$ cat config.mk
export PLATFORM = sky130hd
export DESIGN_NAME = pts_div
export DESIGN_NICKNAME = d
export VERILOG_FILES = /design/src/pts_div.sv
export SDC_FILE = /design/constraint.sdc
export NUM_CORES = 2
export LEC_CHECK = 0
export BUFFER_PORTS_ARGS = -buffer_cell sky130_fd_sc_hd__buf_4
export CORE_MARGIN = 4
export CORE_UTILIZATION = 55
export DETAILED_ROUTE_END_ITERATION = 12
export PLACE_DENSITY = 0.82
export SETUP_SLACK_MARGIN = 0.15
export SLEW_MARGIN = 20
export SYNTH_ARGS = -nofsm -noshare
export SYNTH_HDL_FRONTEND = slang
export SYNTH_SLANG_ARGS = --single-unit
$ cat constraint.sdc
create_clock -name clk -period 9.26 [get_ports clk]
set_input_delay 0.463 -clock clk [delete_from_list [all_inputs] [get_ports clk]]
set_output_delay 0.463 -clock clk [all_outputs]
set_load 0.01 [all_outputs]
$ cat src/pts_div.sv
`timescale 1ns / 1ps
// ----------------------------------------------------------------------------
// pts_div: pipelined fractional divider
// Computes floor(a * 2^QW / b) for a < b, one quotient bit per register
// stage, with a sideband word carried alongside each beat.
// ----------------------------------------------------------------------------
module pts_div #(
	parameter int BW = 34,
	parameter int QW = 24,
	parameter int SW = 8
) (
	input  logic          clk,
	input  logic          arst_n,
	input  logic          en,
	input  logic          in_valid,
	input  logic [BW-1:0] a,
	input  logic [BW-1:0] b,
	input  logic [SW-1:0] side_in,
	output logic          out_valid,
	output logic [QW-1:0] q,
	output logic [SW-1:0] side_out
);

	logic [BW-1:0] rem_s  [QW];
	logic [BW-1:0] den_s  [QW];
	logic [QW-1:0] quo_s  [QW];
	logic [SW-1:0] side_s [QW];
	logic [QW-1:0] vld_s;

	// One restoring step per stage.
	for (genvar k = 0; k < QW; k++) begin : g_step
		logic [BW-1:0] rem_in;
		logic [BW-1:0] den_in;
		logic [QW-1:0] quo_in;
		logic [SW-1:0] side_k;
		logic          vld_in;
		logic [BW:0]   trial;
		logic          take;

		if (k == 0) begin : g_first
			assign rem_in = a;
			assign den_in = b;
			assign quo_in = '0;
			assign side_k = side_in;
			assign vld_in = in_valid;
		end else begin : g_next
			assign rem_in = rem_s[k-1];
			assign den_in = den_s[k-1];
			assign quo_in = quo_s[k-1];
			assign side_k = side_s[k-1];
			assign vld_in = vld_s[k-1];
		end

		// Shift the remainder and try to subtract the divisor.
		assign trial = {rem_in, 1'b0};
		assign take  = (trial >= {1'b0, den_in});

		always_ff @(posedge clk or negedge arst_n) begin
			if (!arst_n) begin
				vld_s[k] <= 1'b0;
			end else if (en) begin
				vld_s[k] <= vld_in;
			end
		end

		always_ff @(posedge clk) begin
			if (en) begin
				rem_s[k]  <= take ? BW'(trial - {1'b0, den_in}) : trial[BW-1:0];
				den_s[k]  <= den_in;
				quo_s[k]  <= {quo_in[QW-2:0], take};
				side_s[k] <= side_k;
			end
		end
	end

	assign out_valid = vld_s[QW-1];
	assign q         = quo_s[QW-1];
	assign side_out  = side_s[QW-1];

endmodule

==> results.yml <==
run_status:
  outcome: "completed"
die:
  die_area_sq_um: 214000
  core_area_sq_um: 205000
  die_x_um: 462.6
  top_level_ports: 113
  start_util_pct: 55.44
  rows: 166
  die_y_um: 462.6
layout:
  post-route-util_pct: 61.29
  fin_nets: 11050
  drive_gt1_share_pct: 8.129
  area_delta_synth_final_pct: 10.55
clock_tree:
  clk_root_buffer_cell: "clkbuf_16"
  insertion_delay_ns: 0.88
  cts_max_path_buffers: 3
  clock_sinks: 2080
  post_cts_buffers: 0
  cts_tree: "built"
  cts_resized: 0
  cts_made_buffers: 214
  h-tree-depth: 4
  clk_pin_slew_ns: 0.06
  hold_buffers: 78
synth:
  synthTopCellsByCount: "2056 x edfxtp_1, 999 x inv_1, 815 x ha_1"
  synth-edff-count: 2056
  ys_async_sr_fraction_pct: 1.154
  ys_types: 101
  yosys_most_used_dff: "edfxtp_1"
  syn_area_sq_um: 113600
  syn_inst: 9919
  yosysTopAreaCell: "edfxtp_1"
  synth_most_common_cell: "edfxtp_1"
  ys_seq_elements: 2080
  syn_area_per_cell_sq_um: 11.46
  synth_fp_nets: 10840
  synth.area.top_cells: "edfxtp_1 54%, ha_1 9.0%, a21oi_1 3.5%, inv_1 3.3%, xnor2_1 3.1%"
  synth_top_area_share_pct: 54.32
  yosysWarnings: 0
  seq_area_frac_synth_pct: 54.85
global_routing:
  antenna_found_initial: 8
  met1_usage_pct: 33.88
  met2_usage_pct: 39.89
  grt-busiest-layer: "met2"
  grt_pass1_vias: 75020
  grtUsageTotal_pct: 24.81
  grt_pass1_wl_um: 421800
  grt_max_degree: 176
  overflow: 0
  grt_util_met3_pct: 4.543
timing:
  layout_setup_ws_ns: 4.405
  slew_violations: 0
  hold_viol: 0
  setup_violations: 0
  fin_tns_setup_ns: 0
  finalCritPeriodShare_pct: 52.43
  rsz0062_at_grt: "false"
  fin_skew_ns: 0.05590
  maxSlewHeadroom_pct: 20.14
  tightest_slew_ns: 1.187
  whs_ns: 0.05775
  timing.fmax_mhz: 206.0
  final.min_clock_period_ns: 4.855
placement:
  portBuffers: 112
  dp_slack_ns: 4.549
  hpwl_um: 205200
  gp_congestion: 0.9809
setup_path:
  slowest_delay_ns: 0.62
  reg2reg_to: "rem_s[1][180]"
  slowest_stage: "edfxtp_1"
  rr_worst_depth: 13
  critPathKind: "flop to flop"
  cp-endpoint: "rem_s[1][180]"
  rr_startpoint: "den_s[1][151]"
  crit_path_start: "den_s[1][151]"
  required_ns: 9.84
  start_kind: "flop"
  cp_max_fo: 44
  crit_chain: "inv_1 -> ha_1 -> nand2_1 -> nor2_1 -> and3_1 -> and3_1 -> a221oi_1 -> buf_4 -> o311a_1 -> o21a_1 -> o311ai_4 -> buf_4 -> mux2_2"
  crit_arrival_ns: 5.44
  end_kind: "flop"
  r2r_slack_ns: 4.40
flow_run:
  cap_violations: 0
drt:
  vias: 77350
  firstDrtPassIters: 6
  drt_iter0_drc: 7608
  drc: 0
  ant_nets: 0
  viasPerCell: 5.944
  wl_per_cell_um: 20.91
  routed_wl_um: 272100
pwr:
  power_leakage_nw: 51.23
  pwr_density_cell_nw_per_um2: 355.4
  ir_drop_mv: 0.2503
hold_path:
  hp-class: "input pin to flop"
==> placed cells by master (no fill, tap or decap), types with 215 or more instances in the layout <==
cell / count
a21o_1: 428
a21oi_1: 799
clkbuf_16: 215
edfxtp_1: 2056
ha_1: 815
inv_1: 999
mux2_2: 225
nand2_1: 788
nor2_1: 483
o21ai_0: 695
xnor2_1: 401
xor2_1: 295
==> routing by layer <==
| layer | wire length, um | vias up |
|---|---|---|
| li1 | - | 36820 |
| met1 | 116800 | 37100 |
| met4 | 10270 | 4 |
| met2 | 124700 | 2845 |
| met3 | 20320 | 572 |
| met5 | 19 | - |
==> power by group <==
group,total [W],switching [W],internal (W)
clock,0.00900,0.00371,0.00529
combinational,0.0200,0.0117,0.00836
sequential,0.0156,0.00172,0.0139
==> sequential cells by signal (all words and copies together) (netlist names) <==
signal and count:
quo_s 300, out_valid 1, side_s 192, rem_s 782, g_step.vld_in 23, den_s 782
==> stage by stage <==
stage / total power [W] / instance area [sq um] / std cells
after global placement: 0.03483 / 117400 / 12530
after detailed placement: 0.03527 / 117400 / 12530
after floorplan: 0.02997 / 113600 / 9919
after CTS: 0.04453 / 125600 / 13010
after global routing: 0.04748 / 125600 / 13010
final: 0.04466 / 125600 / 13010
==> how the worst min path moves through the flow <==
stage / startpoint / to / slack (ns) / cells after the start
floorplan: arst_n / g_step[10].vld_in / 0.17 / 0
global placement: arst_n / out_valid / 0.36 / 1
detailed placement: arst_n / g_step[21].vld_in / 0.37 / 1
CTS: en / side_s[0][31] / 0.04 / 1
global route: en / side_s[0][31] / 0.05 / 1
finish: en / side_s[0][7] / 0.06 / 1
==> critical path: cells and delay by family, from the launching register on <==
family	cells	cell delay, ns
buffers and inverters	3	0.86
adders and majority gates	1	0.47
muxes	1	0.43
AOI/OAI and AO/OA	4	1.39
and+or+nand+nor	4	0.74
DFF	1	0.62
==> final cells by class <==
class	count	area, sq um
antenna	3	7.507
clock buffer	234	5451
clock inverter	170	1964
fill	15650	79360
inverter	1000	3756
multi-input combinational	6597	46600
sequential	2080	62340
tap	2688	3363
timing repair buffer	240	2157
==> logic make-up after synthesis <==
| logic type | after synthesis | synth area share [%] |
|---|---|---|
| multiplexers | 268 | 2.650 |
| AND/OR/NAND/NOR | 2121 | 8.728 |
| adder cells (fa/ha/maj) | 838 | 9.378 |
| AO/OA/AOI/OAI | 2674 | 14.74 |
| flip-flops | 2080 | 54.85 |
| buffers and inverters | 1242 | 4.286 |
| XOR/XNOR | 696 | 5.364 |
Note: power is estimated with default switching activity, not from simulation.
