==> config.mk <==
export PLATFORM = sky130hd
export DESIGN_NAME = pts_isqrt
export DESIGN_NICKNAME = d
export VERILOG_FILES = /design/src/pts_isqrt.sv
export SDC_FILE = /design/constraint.sdc
export NUM_CORES = 2
export LEC_CHECK = 0
export BUFFER_PORTS_ARGS = -buffer_cell sky130_fd_sc_hd__buf_2
export CORE_MARGIN = 2
export CORE_UTILIZATION = 23
export CTS_CLUSTER_DIAMETER = 60
export CTS_CLUSTER_SIZE = 24
export DETAILED_ROUTE_END_ITERATION = 10
export MAX_ROUTING_LAYER = met4
export SYNTH_ARGS = -nofsm -noshare
export SYNTH_HDL_FRONTEND = slang
export SYNTH_SLANG_ARGS = --single-unit
==> constraint.sdc <==
create_clock -name clk -period 3.9 [get_ports clk]
set_input_delay 0.975 -clock clk [delete_from_list [all_inputs] [get_ports clk]]
set_output_delay 0.975 -clock clk [all_outputs]
set_load 0.02 [all_outputs]
==> src/pts_isqrt.sv <==
`timescale 1ns / 1ps
// ----------------------------------------------------------------------------
// pts_isqrt: pipelined integer square root
// Computes floor(sqrt(n)) for an IW-bit radicand, one root bit per register
// stage, with a sideband word carried alongside each beat.
// ----------------------------------------------------------------------------
module pts_isqrt #(
	parameter int IW = 48,
	parameter int SW = 8
) (
	input  logic               clk,
	input  logic               arst_n,
	input  logic               en,
	input  logic               in_valid,
	input  logic [IW-1:0]      n,
	input  logic [SW-1:0]      side_in,
	output logic               out_valid,
	output logic [IW/2-1:0]    root,
	output logic [SW-1:0]      side_out
);

	localparam int RW = IW / 2;

	logic [RW+1:0] rem_s  [RW];
	logic [RW-1:0] root_s [RW];
	logic [IW-1:0] rad_s  [RW];
	logic [SW-1:0] side_s [RW];
	logic [RW-1:0] vld_s;

	// One digit-by-digit step per stage.
	for (genvar k = 0; k < RW; k++) begin : g_step
		logic [RW+1:0] rem_in;
		logic [RW-1:0] root_in;
		logic [IW-1:0] rad_in;
		logic [SW-1:0] side_k;
		logic          vld_in;
		logic [RW+2:0] cur;
		logic [RW+2:0] trial;
		logic          take;

		if (k == 0) begin : g_first
			assign rem_in  = '0;
			assign root_in = '0;
			assign rad_in  = n;
			assign side_k  = side_in;
			assign vld_in  = in_valid;
		end else begin : g_next
			assign rem_in  = rem_s[k-1];
			assign root_in = root_s[k-1];
			assign rad_in  = rad_s[k-1];
			assign side_k  = side_s[k-1];
			assign vld_in  = vld_s[k-1];
		end

		// Bring down two radicand bits and test root*4 + 1.
		assign cur   = {rem_in[RW:0], rad_in[IW-1:IW-2]};
		assign trial = {1'b0, root_in, 2'b01};
		assign take  = (cur >= trial);

		always_ff @(posedge clk or negedge arst_n) begin
			if (!arst_n) begin
				vld_s[k] <= 1'b0;
			end else if (en) begin
				vld_s[k] <= vld_in;
			end
		end

		always_ff @(posedge clk) begin
			if (en) begin
				rem_s[k]  <= take ? (RW+2)'(cur - trial) : cur[RW+1:0];
				root_s[k] <= {root_in[RW-2:0], take};
				rad_s[k]  <= {rad_in[IW-3:0], 2'b00};
				side_s[k] <= side_k;
			end
		end
	end

	assign out_valid = vld_s[RW-1];
	assign root      = root_s[RW-1];
	assign side_out  = side_s[RW-1];

endmodule

==> impl_metrics.ini <==
[outcome]
outcome = finished, final reports clean

[clock_network]
cts_setup_buffers = 0
cts_made_buffers = 149
clock_sink_count = 1610
clk_pin_slew_ps = 80
post_cts_resize_count = 0
clk_root_buf = clkbuf_16
cts_buffer_depth = 4
postCtsHoldBufs = 0
clk_latency_ps = 820
cts-htree-levels = 4
tritoncts = done

[pwr]
report.power.total_mw = 45.10
power.density_cell_area_nw_per_um2 = 545.2
cellLeakagePower_nw = 30.45
power.ir.vdd_worst_v = 0.0003410

[finish]
flow.area_growth_from_synthesis_pct = 16.11
most-common-layout-cells = edfxtp_1 (1,586), inv_1 (434), ha_1 (325), nand2_1 (324), nor2_1 (291)
antenna_cells_inserted = 0
post_route_cells_drive_above_1_share_pct = 10.00
num-nets-final = 5841
mostFrequentLayoutCell = edfxtp_1

[setup_path]
worstSetupPathType = flip-flop to flip-flop
critPathMaxFanout = 5
arrival_ps = 4120
critical_path.slowest_cell = or3b_2
cpPeakStageDelay_ps = 490
setup.worst_path.start_class = flip-flop
critical_path_required_ps = 4400
critPathCaptureType = flip-flop
worst_r2r_path_depth = 10
path_cells = ha_1, nor2b_1, o31ai_1, a211oi_1, o41ai_1, buf_4, o21ai_0, a31oi_1, or3b_2, xnor2_1

[floorplanning]
std_cell_rows = 204
die_width_um = 560.6
die_area_um2 = 314300
ioPinCount = 93
initial_util_pct = 23.09
core_um2 = 308600
die_height_um = 560.6

[timing]
slew_viol_final = 0
final.period_utilization_pct = 92.78
fmaxAchievable_mhz = 276.4
timing_worst_slew_pin_value_ps = 896.3
skew_ps = 79.39
rsz_0062_raised_after_global_routing = no
setup_viol = 0
fin_setup_tns_ps = 0
finalWorstPathRequiredPeriod_ps = 3618
report.final.hold_viol_count = 0
layout_setup_ws_ps = 281.5
timing.max_slew.rel_slack_pct = 39.69

[logic_synthesis]
ys_ff_latch = 1610
synthesis.area_um2 = 71260
synth_enable_flop_cells = 1586
synth-seq-area-share_pct = 67.68
synth_compound_area_share_pct = 8.690
yosysUniqueCellTypes = 85
dominantRegCellSynth = edfxtp_1
synth_top_family_by_area = simple AND/OR/NAND/NOR gates
avgSynthCellArea_um2 = 13.68
synth-warning-count = 0
post_synth_and_or_nand_nor_area_fraction_pct = 9.180
synth-xor-area-share_pct = 4.904
synth.net_count = 5595
cells_taking_the_most_area_after_synthesis = edfxtp_1 (67%), ha_1 (5.7%), xnor2_1 (2.5%)
synth_largest_type_area_fraction_pct = 66.84
synth_async_sr_flop_share_pct = 1.491
netlist.top_cell.by_area = edfxtp_1
syn-instance-count = 5210
post_synth_fa_ha_maj_area_fraction_pct = 5.707
synth.mux.area_fraction_pct = 1.083

[placed_design]
hpwlAfterDp_um = 89450
numPortBuffers = 92
gp_congestion = 0.9098
pre_cts_slack_ps = 456.1

[global_route]
grt_remaining_overflow = 0
grt_pass1_wl_um = 206900
vias_in_the_first_global_route = 40556
grt_start_max_net_pins = 125
groute.usage.overall_pct = 8.091
grt_antenna_before_repair = 2

[detailed_routing]
vias_per_cell = 4.120
drc_errors_left = 0
vias = 39918
initialDrtViolationCount = 2347
drt_total_wl_um = 126900
routed_wire_length_per_instance_um = 13.10
detail-route-antenna-nets = 0
firstDrtPassIters = 6

[flow_run]
cap_viol_max_count = 0

[worst_hold_path]
hold_removal_path_class = input port to async pin
[logic make-up after synthesis]
kind of cell | after synthesis
multiplexers | 70
XOR/XNOR | 399
other | 1
AO/OA/AOI/OAI | 987
adder cells (fa/ha/maj) | 325
AND/OR/NAND/NOR | 1299
flip-flops | 1610
buffers and inverters | 519
[critical path: cells and delay by family (launching register included)]
kind / cells / cell delay [ps]
AOI/OAI and AO/OA: 5 / 1520
and+or+nand+nor: 2 / 660
DFF: 1 / 420
adders and majority gates: 1 / 380
buffers and inverters: 1 / 190
xor gates and xnor gates: 1 / 140
[metal layers]
layer | vias to the layer above | share of wire, % | GRT usage (%)
met2 | 757 | 50 | 14.09
met3 | 322 | 3.9 | 1.438
li1 | 19873 | - | -
met5 | - | 0 | -
met4 | 0 | 4.2 | 3.508
met1 | 18966 | 42 | 9.042
[power by group]
part	leakage [nW]	total [mW]	internal [mW]	switching (mW)
logic	12.4	7.13	3.11	4.02
clock network	2.56	15.5	8.25	7.23
registers	15.5	22.5	21.4	1.07
[synth_stat cells (107+ instances only)]
cell type and number:
edfxtp_1 1586, inv_1 434, ha_1 325, nand2_1 324, nor2_1 291, a21oi_1 280, o21ai_0 248, xnor2_1 207
xor2_1 192, nor3_1 127, a21o_1 107
[per-stage QoR]
| step | instance area (um^2) | util [%] | cells | hold slack, ps |
|---|---|---|---|---|
| after CTS | 82730 | 26.81 | 9689 | 54.65 |
| after global placement | 77460 | 25.10 | 9425 | 400.7 |
| after detailed placement | 77460 | 25.10 | 9425 | 404.5 |
| final | 82730 | 26.81 | 9689 | 111.1 |
| after floorplan | 71260 | - | 5210 | 400.3 |
| after global routing | 82730 | 26.81 | 9689 | 96.24 |
[registers in the layout, summed over array words and instances, names as in the netlist]
register       cells
rad_s            552
root_s           300
g_step.vld_in     23
rem_s            542
out_valid          1
side_s           192
[worst paths after layout]
kind / from / slack [ps] / endpoint
max: rem_s[2][52] / 280 / rem_s[2][102]
min: arst_n / 110 / out_valid
max reg2reg: rem_s[2][52] / 280 / rem_s[2][102]
min reg2reg: side_s[1][45] / 370 / side_s[1][53]
max in group asynchronous: arst_n / 3430 / g_step[16].vld_in
min in group clk: n[42] / 300 / rad_s[0][42]
[area by class of cell]
class / instances / area (um^2)
Clock buffer: 156 / 3797
Clock inverter: 108 / 1479
Fill cell: 31341 / 225900
Inverter: 436 / 1637
Multi-Input combinational cell: 3081 / 21130
Sequential cell: 1610 / 48230
Tap cell: 4120 / 5155
Timing Repair Buffer: 178 / 1309
Power figures use the tool's default switching activity.
